===== src/rtl/hbe_pkg.sv =====
// Shared constants, types and helpers for the histogram binning engine.
`timescale 1ns / 1ps

package hbe_pkg;

	localparam int MAX_BINS     = 64;
	localparam int SAMPLE_WIDTH = 24;
	localparam int COUNT_WIDTH  = 32;

	localparam int BCNT_W      = 6;
	localparam int IDX_W       = $clog2(MAX_BINS);
	localparam int TOTAL_W     = 32;
	localparam int CFG_IDX_W   = 2;
	localparam int DIVIDEND_W  = SAMPLE_WIDTH + BCNT_W + 2;
	localparam int DIVISOR_W   = SAMPLE_WIDTH + 1;
	localparam int OUT_FIELD_W = BCNT_W + 2 * TOTAL_W;
	localparam int OUT_TDATA_W = ((OUT_FIELD_W + 7) / 8) * 8;
	localparam int IN_TDATA_W  = ((SAMPLE_WIDTH + 7) / 8) * 8;

	localparam logic [CFG_IDX_W-1:0] CFG_RANGE_MIN = 2'd0;
	localparam logic [CFG_IDX_W-1:0] CFG_RANGE_MAX = 2'd1;
	localparam logic [CFG_IDX_W-1:0] CFG_BIN_COUNT = 2'd2;

	localparam logic [SAMPLE_WIDTH-1:0] RANGE_MIN_RST = '0;
	localparam logic [SAMPLE_WIDTH-1:0] RANGE_MAX_RST = {1'b0, {(SAMPLE_WIDTH-1){1'b1}}};
	localparam logic [BCNT_W-1:0]       BIN_COUNT_RST = 6'd63;
	localparam logic [BCNT_W-1:0]       TOP_LIMIT     = BCNT_W'(MAX_BINS - 1);

	typedef logic [COUNT_WIDTH-1:0] count_t;

	typedef enum logic [3:0] {
		ST_IDLE,
		ST_CHECK,
		ST_MUL,
		ST_START,
		ST_DIV,
		ST_UPDATE,
		ST_RD_REQ,
		ST_RD_DATA,
		ST_RD_OUT
	} state_t;

	typedef struct packed {
		logic                  start;
		logic [DIVIDEND_W-1:0] dividend;
		logic [DIVISOR_W-1:0]  divisor;
	} div_ctl_t;

	typedef struct packed {
		logic              done;
		logic [BCNT_W-1:0] quot;
	} div_stat_t;

	function automatic count_t sat_inc(input count_t c);
		return (c == '1) ? c : c + 1'b1;
	endfunction

endpackage


===== src/rtl/hbe_divider.sv =====
// Restoring shift-subtract divider, one quotient bit per cycle.
`timescale 1ns / 1ps

module hbe_divider (
	input  logic               clk,
	input  logic               arst_n,
	input  hbe_pkg::div_ctl_t  ctl,
	output hbe_pkg::div_stat_t stat
);

	localparam int QUOT_W = hbe_pkg::BCNT_W;
	localparam int STEP_W = $clog2(QUOT_W);

	logic                          busy_q;
	logic                          done_q;
	logic [STEP_W-1:0]             step_q;
	logic [hbe_pkg::DIVIDEND_W-1:0] rem_q;
	logic [hbe_pkg::DIVIDEND_W-1:0] dvs_q;
	logic [QUOT_W-1:0]             quot_q;
	logic                          ge;

	assign ge = (rem_q >= dvs_q);

	always_ff @(posedge clk or negedge arst_n) begin
		if (!arst_n) begin
			busy_q <= 1'b0;
			done_q <= 1'b0;
			step_q <= '0;
		end else begin
			done_q <= 1'b0;
			if (ctl.start) begin
				busy_q <= 1'b1;
				step_q <= STEP_W'(QUOT_W - 1);
			end else if (busy_q) begin
				if (step_q == '0) begin
					busy_q <= 1'b0;
					done_q <= 1'b1;
				end else begin
					step_q <= step_q - 1'b1;
				end
			end
		end
	end

	always_ff @(posedge clk) begin
		if (ctl.start) begin
			rem_q  <= ctl.dividend;
			dvs_q  <= hbe_pkg::DIVIDEND_W'(ctl.divisor) << (QUOT_W - 1);
			quot_q <= '0;
		end else if (busy_q) begin
			if (ge) begin
				rem_q <= rem_q - dvs_q;
			end
			quot_q <= {quot_q[QUOT_W-2:0], ge};
			dvs_q  <= dvs_q >> 1;
		end
	end

	assign stat = {done_q, quot_q};

endmodule


===== src/rtl/histogram_binning_engine.sv =====
// Top level of the histogram binning engine: sequencer, bin counter memory and readout.
//
//  channel  | dir | signals                              | transaction
//  ---------+-----+--------------------------------------+---------------------------------
//  s_       | in  | s_tvalid s_tready s_tdata s_tlast    | one sample, tlast = batch end
//  m_       | out | m_tvalid m_tready m_tdata m_tlast    | one bin report, tlast = final bin
//  cfg_     | in  | cfg_we cfg_idx cfg_data              | register write, no wait
//
//  A sample passes through accept, range check, multiply, divider load, six
//  shift-subtract steps plus result, and counter update.
//  A dropped sample passes through accept and range check only.
//  Readout of each bin passes through memory read, output load and transaction, plus any stalls on m_tready.
//  After reset the counters read as zero through per-bin valid flags; no clearing pass.
//  Input is not ready while a sample or a readout is in progress.
`timescale 1ns / 1ps

module histogram_binning_engine (
	input  logic                                clk,
	input  logic                                arst_n,
	input  logic                                s_tvalid,
	output logic                                s_tready,
	input  logic [hbe_pkg::IN_TDATA_W-1:0]      s_tdata,  // sample
	input  logic                                s_tlast,  // batch_end
	output logic                                m_tvalid,
	input  logic                                m_tready,
	output logic [hbe_pkg::OUT_TDATA_W-1:0]     m_tdata,  // bin_index, bin_total, dropped_total
	output logic                                m_tlast,  // final_bin
	input  logic                                cfg_we,
	input  logic [hbe_pkg::CFG_IDX_W-1:0]       cfg_idx,
	input  logic [hbe_pkg::SAMPLE_WIDTH-1:0]    cfg_data
);

	localparam int SW = hbe_pkg::SAMPLE_WIDTH;
	localparam int BW = hbe_pkg::BCNT_W;
	localparam int IW = hbe_pkg::IDX_W;

	hbe_pkg::state_t state_q, state_d;

	logic signed [SW-1:0] range_min_q, range_max_q;
	logic [BW-1:0]        bin_count_q;
	logic [BW-1:0]        top;

	logic signed [SW-1:0] sample_q;
	logic                 last_q;
	logic [SW-1:0]        diff_q, den_q;
	logic [SW+BW-1:0]     num_q;
	logic [BW-1:0]        upd_idx_q, rd_idx_q;
	logic [BW-1:0]        quot_clamped;

	hbe_pkg::count_t      cnt_mem [hbe_pkg::MAX_BINS];
	hbe_pkg::count_t      rdata_q;
	logic [hbe_pkg::MAX_BINS-1:0] valid_q;
	hbe_pkg::count_t      dropped_q;

	logic [IW-1:0]        mem_raddr;
	logic                 mem_we;
	hbe_pkg::count_t      cur_cnt, rd_cnt;

	logic                 m_tvalid_q, m_tlast_q;
	logic [hbe_pkg::OUT_TDATA_W-1:0] m_tdata_q;

	logic                 drop, drop_inc, clear_all, out_load, out_done, rd_inc, upd_load;
	logic signed [SW:0]   diff_full, den_full;

	hbe_pkg::div_ctl_t    div_ctl;
	hbe_pkg::div_stat_t   div_stat;

	hbe_divider u_div (
		.clk    (clk),
		.arst_n (arst_n),
		.ctl    (div_ctl),
		.stat   (div_stat)
	);

	assign top = (bin_count_q > hbe_pkg::TOP_LIMIT) ? hbe_pkg::TOP_LIMIT : bin_count_q;

	assign diff_full = {sample_q[SW-1], sample_q} - {range_min_q[SW-1], range_min_q};
	assign den_full  = {range_max_q[SW-1], range_max_q} - {range_min_q[SW-1], range_min_q};
	assign drop      = (range_max_q <= range_min_q) || (sample_q < range_min_q)
	                   || (sample_q > range_max_q);

	assign quot_clamped = (div_stat.quot > top) ? top : div_stat.quot;

	assign cur_cnt = valid_q[upd_idx_q[IW-1:0]] ? rdata_q : '0;
	assign rd_cnt  = valid_q[rd_idx_q[IW-1:0]] ? rdata_q : '0;

	always_comb begin
		state_d          = state_q;
		s_tready         = 1'b0;
		div_ctl.start    = 1'b0;
		div_ctl.dividend = hbe_pkg::DIVIDEND_W'({num_q, 1'b0})
		                   + hbe_pkg::DIVIDEND_W'(den_q);
		div_ctl.divisor  = {den_q, 1'b0};
		mem_raddr        = '0;
		mem_we           = 1'b0;
		drop_inc         = 1'b0;
		clear_all        = 1'b0;
		out_load         = 1'b0;
		out_done         = 1'b0;
		rd_inc           = 1'b0;
		upd_load         = 1'b0;
		case (state_q)
			hbe_pkg::ST_IDLE: begin
				s_tready = 1'b1;
				if (s_tvalid) begin
					state_d = hbe_pkg::ST_CHECK;
				end
			end
			hbe_pkg::ST_CHECK: begin
				if (drop) begin
					drop_inc = 1'b1;
					state_d  = last_q ? hbe_pkg::ST_RD_REQ : hbe_pkg::ST_IDLE;
				end else begin
					state_d = hbe_pkg::ST_MUL;
				end
			end
			hbe_pkg::ST_MUL: begin
				state_d = hbe_pkg::ST_START;
			end
			hbe_pkg::ST_START: begin
				div_ctl.start = 1'b1;
				state_d       = hbe_pkg::ST_DIV;
			end
			hbe_pkg::ST_DIV: begin
				if (div_stat.done) begin
					mem_raddr = quot_clamped[IW-1:0];
					upd_load  = 1'b1;
					state_d   = hbe_pkg::ST_UPDATE;
				end
			end
			hbe_pkg::ST_UPDATE: begin
				mem_we  = 1'b1;
				state_d = last_q ? hbe_pkg::ST_RD_REQ : hbe_pkg::ST_IDLE;
			end
			hbe_pkg::ST_RD_REQ: begin
				mem_raddr = rd_idx_q[IW-1:0];
				state_d   = hbe_pkg::ST_RD_DATA;
			end
			hbe_pkg::ST_RD_DATA: begin
				out_load = 1'b1;
				state_d  = hbe_pkg::ST_RD_OUT;
			end
			hbe_pkg::ST_RD_OUT: begin
				if (m_tready) begin
					out_done = 1'b1;
					if (rd_idx_q == top) begin
						clear_all = 1'b1;
						state_d   = hbe_pkg::ST_IDLE;
					end else begin
						rd_inc  = 1'b1;
						state_d = hbe_pkg::ST_RD_REQ;
					end
				end
			end
			default: begin
				state_d = hbe_pkg::ST_IDLE;
			end
		endcase
	end

	always_ff @(posedge clk or negedge arst_n) begin
		if (!arst_n) begin
			state_q     <= hbe_pkg::ST_IDLE;
			range_min_q <= hbe_pkg::RANGE_MIN_RST;
			range_max_q <= hbe_pkg::RANGE_MAX_RST;
			bin_count_q <= hbe_pkg::BIN_COUNT_RST;
			valid_q     <= '0;
			dropped_q   <= '0;
			m_tvalid_q  <= 1'b0;
		end else begin
			state_q <= state_d;
			if (cfg_we) begin
				case (cfg_idx)
					hbe_pkg::CFG_RANGE_MIN: range_min_q <= cfg_data;
					hbe_pkg::CFG_RANGE_MAX: range_max_q <= cfg_data;
					hbe_pkg::CFG_BIN_COUNT: bin_count_q <= cfg_data[BW-1:0];
					default: ;
				endcase
			end
			if (clear_all) begin
				valid_q   <= '0;
				dropped_q <= '0;
			end else begin
				if (mem_we) begin
					valid_q[upd_idx_q[IW-1:0]] <= 1'b1;
				end
				if (drop_inc) begin
					dropped_q <= hbe_pkg::sat_inc(dropped_q);
				end
			end
			if (out_load) begin
				m_tvalid_q <= 1'b1;
			end else if (out_done) begin
				m_tvalid_q <= 1'b0;
			end
		end
	end

	always_ff @(posedge clk) begin
		if (s_tready && s_tvalid) begin
			sample_q <= s_tdata[SW-1:0];
			last_q   <= s_tlast;
			rd_idx_q <= '0;
		end else if (rd_inc) begin
			rd_idx_q <= rd_idx_q + 1'b1;
		end
		if (state_q == hbe_pkg::ST_CHECK) begin
			diff_q <= diff_full[SW-1:0];
			den_q  <= den_full[SW-1:0];
		end
		if (state_q == hbe_pkg::ST_MUL) begin
			num_q <= diff_q * top;
		end
		if (upd_load) begin
			upd_idx_q <= quot_clamped;
		end
		if (out_load) begin
			m_tdata_q <= hbe_pkg::OUT_TDATA_W'({32'(dropped_q), 32'(rd_cnt), rd_idx_q});
			m_tlast_q <= (rd_idx_q == top);
		end
	end

	always_ff @(posedge clk) begin
		if (mem_we) begin
			cnt_mem[upd_idx_q[IW-1:0]] <= hbe_pkg::sat_inc(cur_cnt);
		end
		rdata_q <= cnt_mem[mem_raddr];
	end

	assign m_tvalid = m_tvalid_q;
	assign m_tdata  = m_tdata_q;
	assign m_tlast  = m_tlast_q;

endmodule

===== config.mk =====
export PLATFORM = sky130hd
export DESIGN_NAME = histogram_binning_engine
export DESIGN_NICKNAME = d
export VERILOG_FILES = /design/src/rtl/hbe_pkg.sv /design/src/rtl/hbe_divider.sv /design/src/rtl/histogram_binning_engine.sv
export SDC_FILE = /design/constraint.sdc
export NUM_CORES = 2
export LEC_CHECK = 0
export ABC_CLOCK_PERIOD_IN_PS = 6200
export BUFFER_PORTS_ARGS = -buffer_cell sky130_fd_sc_hd__buf_4
export CORE_ASPECT_RATIO = 0.75
export CORE_MARGIN = 2
export CORE_UTILIZATION = 50
export DETAILED_ROUTE_END_ITERATION = 7
export GPL_TIMING_DRIVEN = 0
export PLACE_DENSITY = 0.69
export REMOVE_ABC_BUFFERS = 1
export SETUP_SLACK_MARGIN = 0.1
export SYNTH_ARGS = -nofsm -noshare
export SYNTH_HDL_FRONTEND = slang
export SYNTH_SLANG_ARGS = --single-unit

===== constraint.sdc =====
create_clock -name clk -period 6.2 [get_ports clk]
set_input_delay 0 -clock clk [delete_from_list [all_inputs] [get_ports clk]]
set_output_delay 0 -clock clk [all_outputs]
set_load 0.02 [all_outputs]

Word level (Yosys, flattened, before mapping) --
Memory sizes are Yosys's and may differ from the RTL's. A register that Yosys moved wholly into a read port is not among the register bits. Cells that the tools add are included.
Word-level totals: flip-flop bits (word level) 414, latch bits 0, memory bits (writable) 2048, memory bits (read-only) 0, output and inout port bits 75, word-level logic and storage cells 139, memories kept 1
Memory list:
- cnt_mem | words 64, width 32, read ports 1, clocked after Yosys merged registers in 1, write ports 1, RTL line histogram_binning_engine.sv:50 | hbe_pkg::count_t cnt_mem [hbe_pkg::MAX_BINS];
Cells by class: $add $sub $neg 8, $mul 1, divide/modulo/power cells 0, magnitude comparators 9, equality and inequality tests 18, shift operators 0, multiplexer cells 58, bitwise logic cells 1, reductions and logical operators 19
Operator list (count):
- 32-bit 2-to-1 mux | 8
- 64-bit 2-to-1 mux | 2
- 32-bit by 1-bit adder with 32-bit output, second input constant | 2
- 32-bit equality test, second input constant | 2
- 64-bit OR | 1
- 30-bit 2-to-1 mux | 2
- 24-bit subtractor | 2
- 4-bit case mux with 9 select lines | 1
- 31-bit by 24-bit adder with 32-bit output | 1
- 32-bit by 30-bit >= comparator with 1-bit output | 1
- 32-bit by 30-bit subtractor with 32-bit output | 1
- 24-bit by 6-bit multiplier with 30-bit output | 1
- 1-bit 2-to-1 mux | 29
- 24-bit > comparator | 1
- 24-bit less-or-equal comparator | 1
- 24-bit < comparator | 1
- 3-bit 2-to-1 mux | 6
- 6-bit 2-to-1 mux | 3
- 4-bit by 3-bit equality test with 1-bit output, second input constant | 4
- 6-bit by 7-bit < comparator with 1-bit output, second input constant | 2
- 1-bit binary-select mux with 6-bit select | 2
- 4-bit 2-to-1 mux | 3
- 6-bit case mux with 2 select lines | 1
- 2-bit AND reduction | 6
- 21 further kinds | 31

Longest topological paths before layout --
depth in word-level cells 8, mapped depth 21

By module --
A second synthesis with hierarchy kept.
Second synthesis, totals: cell total of the unflattened synthesis 8549, area total of the unflattened synthesis 109462.5 um2
By module, submodules not included:
- histogram_binning_engine | instances 1, cells each 7978, area an instance 104491.5 um2
- hbe_divider | instances 1, cells each 571, area an instance 4971.0 um2

Worst setup path after synthesis --
OpenSTA, ideal clock, no wires.
path kind reg2reg, start register upd_idx_q[1], end memory cnt_mem[0][24] in the netlist's numbering (data pin), arrival time 5.066 ns, required time 5.520 ns, path slack 0.453 ns, cell stages (with the launch flop) 16, clock period less this slack 5.747 ns, cells stage by stage edfxtp_1 > buf_2 > buf_6 > mux4_2 > mux2i_1 > o22ai_1 > nor2_1 > o211a_1 > nor2b_1 > ha_1 > and2_1 > and3_1 > nand3_1 > nor2_1 > and3_1 > nor3_1
On the way: longest elaborated chain between the ends 5, elaborated cells between the ends (all ways) 6, classes of those cells 1 x add/sub; 1 x eq/ne; 4 x mux
RTL lines:
- from (decl) | RTL line histogram_binning_engine.sv:47 | logic [BW-1:0] upd_idx_q, rd_idx_q;
- from (signal assigned) | RTL line histogram_binning_engine.sv:215 | upd_idx_q <= quot_clamped;
- 1-bit binary-select mux with 6-bit select (*) | RTL line histogram_binning_engine.sv:84 | assign cur_cnt = valid_q[upd_idx_q[IW-1:0]] ? rdata_q : '0;
- 1-bit 2-to-1 mux (implied by the code) (*) | RTL line histogram_binning_engine.sv:84
- 32-bit 2-to-1 mux (*) | RTL line histogram_binning_engine.sv:84
- 32-bit by 1-bit adder with 32-bit output or 32-bit equality test (tied branches) | RTL line hbe_pkg.sv:55 | return (c == '1) ? c : c + 1'b1;
- 32-bit 2-to-1 mux (*) | RTL line hbe_pkg.sv:55
- to (decl) | RTL line histogram_binning_engine.sv:50
Every way passes the cells marked *; elsewhere a longest branch is shown, timed or not. The select of a mux whose other input is x is not followed.

Worst setup path in the final report --
start register bin_count_q[3], end register rdata_q[2] (read register of cnt_mem)
On the way: longest elaborated chain between the ends 6
RTL lines:
- from (decl) | RTL line histogram_binning_engine.sv:40 | logic [BW-1:0] bin_count_q;
- from (signal assigned) | RTL line histogram_binning_engine.sv:166 | bin_count_q <= hbe_pkg::BIN_COUNT_RST;
- from (signal assigned) | RTL line histogram_binning_engine.sv:176 | hbe_pkg::CFG_BIN_COUNT: bin_count_q <= cfg_data[BW-1:0];
- 6-bit > comparator | RTL line histogram_binning_engine.sv:75 | assign top = (bin_count_q > hbe_pkg::TOP_LIMIT) ? hbe_pkg::TOP_LIMIT : bin_count_q;
- 6-bit 2-to-1 mux (*) | RTL line histogram_binning_engine.sv:75
- 6-bit > comparator | RTL line histogram_binning_engine.sv:82 | assign quot_clamped = (div_stat.quot > top) ? top : div_stat.quot;
- 6-bit 2-to-1 mux (*) | RTL line histogram_binning_engine.sv:82
- 6-bit 2-to-1 mux (*) | RTL line histogram_binning_engine.sv:125 | if (div_stat.done) begin
- 6-bit case mux with 2 select lines (*) | RTL line histogram_binning_engine.sv:102 | case (state_q)
- to (decl) | RTL line histogram_binning_engine.sv:51 | hbe_pkg::count_t rdata_q;
Every way passes the cells marked *; elsewhere a longest branch is shown, timed or not. A chain may end at the register's enable or synchronous reset.

==> impl_metrics.ini <==
[status]
status = finished with violations
violations = max-capacitance violations, max-slew violations

[setup_path]
rr_endpoint = rdata_q[2]$_DFF_P_
worst-r2r-setup-slack_ns = 0.01
crit_family = simple AND/OR/NAND/NOR gates
arrival_ns = 7.07
end_kind = flop
required_ns = 7.08
path_cells = inv_1 -> ha_1 -> nand4_1 -> a21oi_2 -> o32a_4 -> o311a_4 -> buf_16 -> nor2_4 -> buf_12 -> buf_12 -> buf_12 -> buf_12 -> buf_12 -> and3_1 -> a31oi_1 -> o22ai_1 -> nor3_1 -> or4_1
crit_top_cell = buf_12
cp_num_buf_inv = 7
critical_path.max_stage_delay_ns = 1.29
crit_start = bin_count_q[3]$_DFFE_PN1P_
crit_type = reg2reg
reg2reg_depth = 18
cp-start-kind = flop
worst-path-max-fanout = 78
r2r_start = bin_count_q[3]$_DFFE_PN1P_
cp_slowest_cell = nor3_1

[timing]
fmax_mhz = 162
setup_viol = 0
hold_viol_final = 0
max_slew.worst_pin.slew_ns = 1.61
rsz0062_at_grt = no
timing.hold.ws_ns = 0.0731
tns_ns = 0
worst_slack_ns = 0.0133
slew_headroom = -0.0830
period_needed_ns = 6.19
clock_skew_ns = 0.131
finalMaxSlewViolations = 4
min_period_over_period = 0.998

[placement]
io_buffers = 128
place_congestion = 0.898
dpl-instance-area_mm2 = 0.118
dp_slack_ns = -1.67
numPlacedInstances = 11100
dp_hpwl_um = 210000

[clock_network]
cts_tree = built
path_clk_slew_ns = 0.07
cts-root-buf = clkbuf_16
clkSinkCount = 2494
cts_buffers = 235
htree_levels = 4
clock_latency_ns = 0.97
clockBufferDepth = 4

[min_path]
min_from = m_tready
hold_path.class = in2reg
holdPathEnd = state_q[3]$_DFFE_PN0P_
hold_depth = 4

[logic_synthesis]
yosysSeqAreaShare = 0.677
synth_edf_count = 2284
synth_area_leaders = edfxtp_1, dfrtp_1, nand2_1, nor2_1, o21ai_0
yosys.area.top_type = edfxtp_1
yosysWarnings = 0
yosysMostFrequentCell = edfxtp_1
ys_types = 84
synth_common_cells = edfxtp_1, nand2_1, nor2_1
async_flop_share = 0.0642
synth_top_cell_area_share = 0.630
synth_area_mm2 = 0.109
syn_area_per_cell_um2 = 13.0
syn_inst = 8362
synth-seq-cells = 2494
synth_ff_type = edfxtp_1

[global_routing]
track_usage = 0.298
grt_antenna_before_repair = 29
grt_pass1_vias = 72500
grt_max_degree = 113
grt_pass1_wl_um = 487000
gr-total-overflow = 0

[layout]
area_delta_synth_final_pct = 16.7
design_area_mm2 = 0.127
stdcell_count = 11700
layout-drive-gt1-share = 0.127
filler_cell_count = 16000
nets = 8957

[route]
drt-initial-drc-count = 11200
detail-route-antenna-nets = 0
wl_um = 337000
drc_errors = 0
dr_total_vias = 75400
vias_per_cell = 6.46
wl_per_cell_um = 28.8
firstDrtPassIters = 6

[floorplan]
chipHeight_um = 408
rows = 148
core_area_mm2 = 0.217
die_width_um = 543
fp.dieArea_mm2 = 0.221
start_util = 0.502
ioPinCount = 131

[power]
power_density_mw_per_mm2 = 283
p_leak_uw = 0.0437
vdd_drop_max_v = 0.000255

[job]
cap_violations = 3
per-stage QoR:
step / util / power, uW
2_1_floorplan: - / 20900
3_3_place_gp: 0.513 / 21600
3_5_place_dp: 0.543 / 21700
4_1_cts: 0.585 / 35900
5_1_grt: 0.586 / 36900
6_report: 0.586 / 35900
placed cells by master, fill, tap and decap left out, types with 45 or more instances in the layout:
cell / instances
nand4_1: 93
o21a_1: 56
buf_4: 175
o21ai_0: 458
nand3_1: 265
mux2i_1: 64
fa_1: 93
mux4_2: 66
inv_1: 224
buf_16: 86
o311ai_0: 99
o22ai_1: 50
nor2_4: 94
clkbuf_16: 238
dfrtp_1: 131
a21o_1: 50
nor3_1: 286
nor2_1: 656
ha_1: 174
a21oi_1: 298
a31oi_1: 77
o211ai_1: 188
buf_8: 58
and2_1: 164
dlygate4sd3_1: 111
or3_1: 334
and3_1: 93
buf_12: 112
nand2_1: 842
edfxtp_1: 2284
dfxtp_1: 49
xor2_1: 60
clkinv_1: 45
xnor2_1: 92
cell type report:
| type | instances | area (um2) | area share |
|---|---|---|---|
| diodes | 5 | 12.5 | 0.0000985 |
| clock buffers | 293 | 6270 | 0.0494 |
| clock inverters | 134 | 1280 | 0.0101 |
| inverters | 225 | 845 | 0.00665 |
| multi-input cells | 5120 | 33300 | 0.262 |
| flip-flops and latches | 2494 | 73700 | 0.580 |
| well taps | 2850 | 3570 | 0.0281 |
| repair buffers | 558 | 8080 | 0.0636 |
cells by family (layout without fill, tap and decap cells):
| logic type | after synthesis | after routing | synth area share |
|---|---|---|---|
| simple gates | 2948 | 2953 | 0.127 |
| buf+inv | 756 | 1210 | 0.0289 |
| flops | 2494 | 2494 | 0.677 |
| other cells | 1 | 7 | 0.0000345 |
| fa+ha+maj | 267 | 267 | 0.0371 |
| mux | 169 | 169 | 0.0236 |
| compound gates | 1571 | 1573 | 0.0940 |
| xor+xnor | 156 | 156 | 0.0126 |
report_power, final:
part / internal, uW / switching, uW / total [uW]
registers: 18400 / 140 / 18500
logic: 1250 / 1720 / 2970
clock network: 8030 / 6400 / 14400
total: 27600 / 8260 / 35900
worst max-delay path by stage:
stage	end	depth (start not counted)	slack, ns
after floorplan	rdata_q[0]$_DFF_P_	7	-27.91
after global placement	rdata_q[2]$_DFF_P_	7	-122.30
after detailed placement	rdata_q[4]$_DFF_P_	15	-1.67
after CTS	cnt_mem[41][31]$_DFFE_PP_	16	0.10
after global routing	rdata_q[31]$_DFF_P_	16	0.07
final	rdata_q[2]$_DFF_P_	18	0.01
routing by layer:
layer,vias to the layer above,track usage,share of wire
li1,31900,-,-
met1,37300,0.416,0.38
met2,5272,0.427,0.43
met3,915,0.0975,0.14
met4,28,0.127,0.047
met5,-,0,0.00062
registers in the layout, indices dropped and copies added, names as in the netlist, 3 cells and up:
signal / cells
cnt_mem: 2048
m_tdata: 70
valid_q: 64
dropped_q: 32
rdata_q: 32
u_div.rem_q: 32
num_q: 30
u_div.dvs_q: 30
den_q: 24
diff_q: 24
range_max_q: 24
range_min_q: 24
sample_q: 24
bin_count_q: 6
rd_idx_q: 6
u_div.quot_q: 6
upd_idx_q: 6
state_q: 4
u_div.step_q: 3
worst register-to-register path: cells and delay by family, from the launching register on:
| family | cells | cell delay [ns] |
|---|---|---|
| AOI/OAI and AO/OA | 5 | 1.37 |
| DFF | 1 | 0.83 |
| buffers and inverters | 7 | 1.49 |
| and+or+nand+nor | 5 | 2.17 |
| adders and majority gates | 1 | 0.33 |
repair_timing:
item | 4_1_cts | 5_1_grt
hold buffers | 112 | 0
pin swaps | 10 | 11
buffers inserted | 20 | 22
setup endpoints to repair | 1613 | 792
gates cloned | 5 | 2
resized for setup | 30 | 19
endpoints found under the hold margin | 332 | 0
Power figures use the tool's default switching activity.
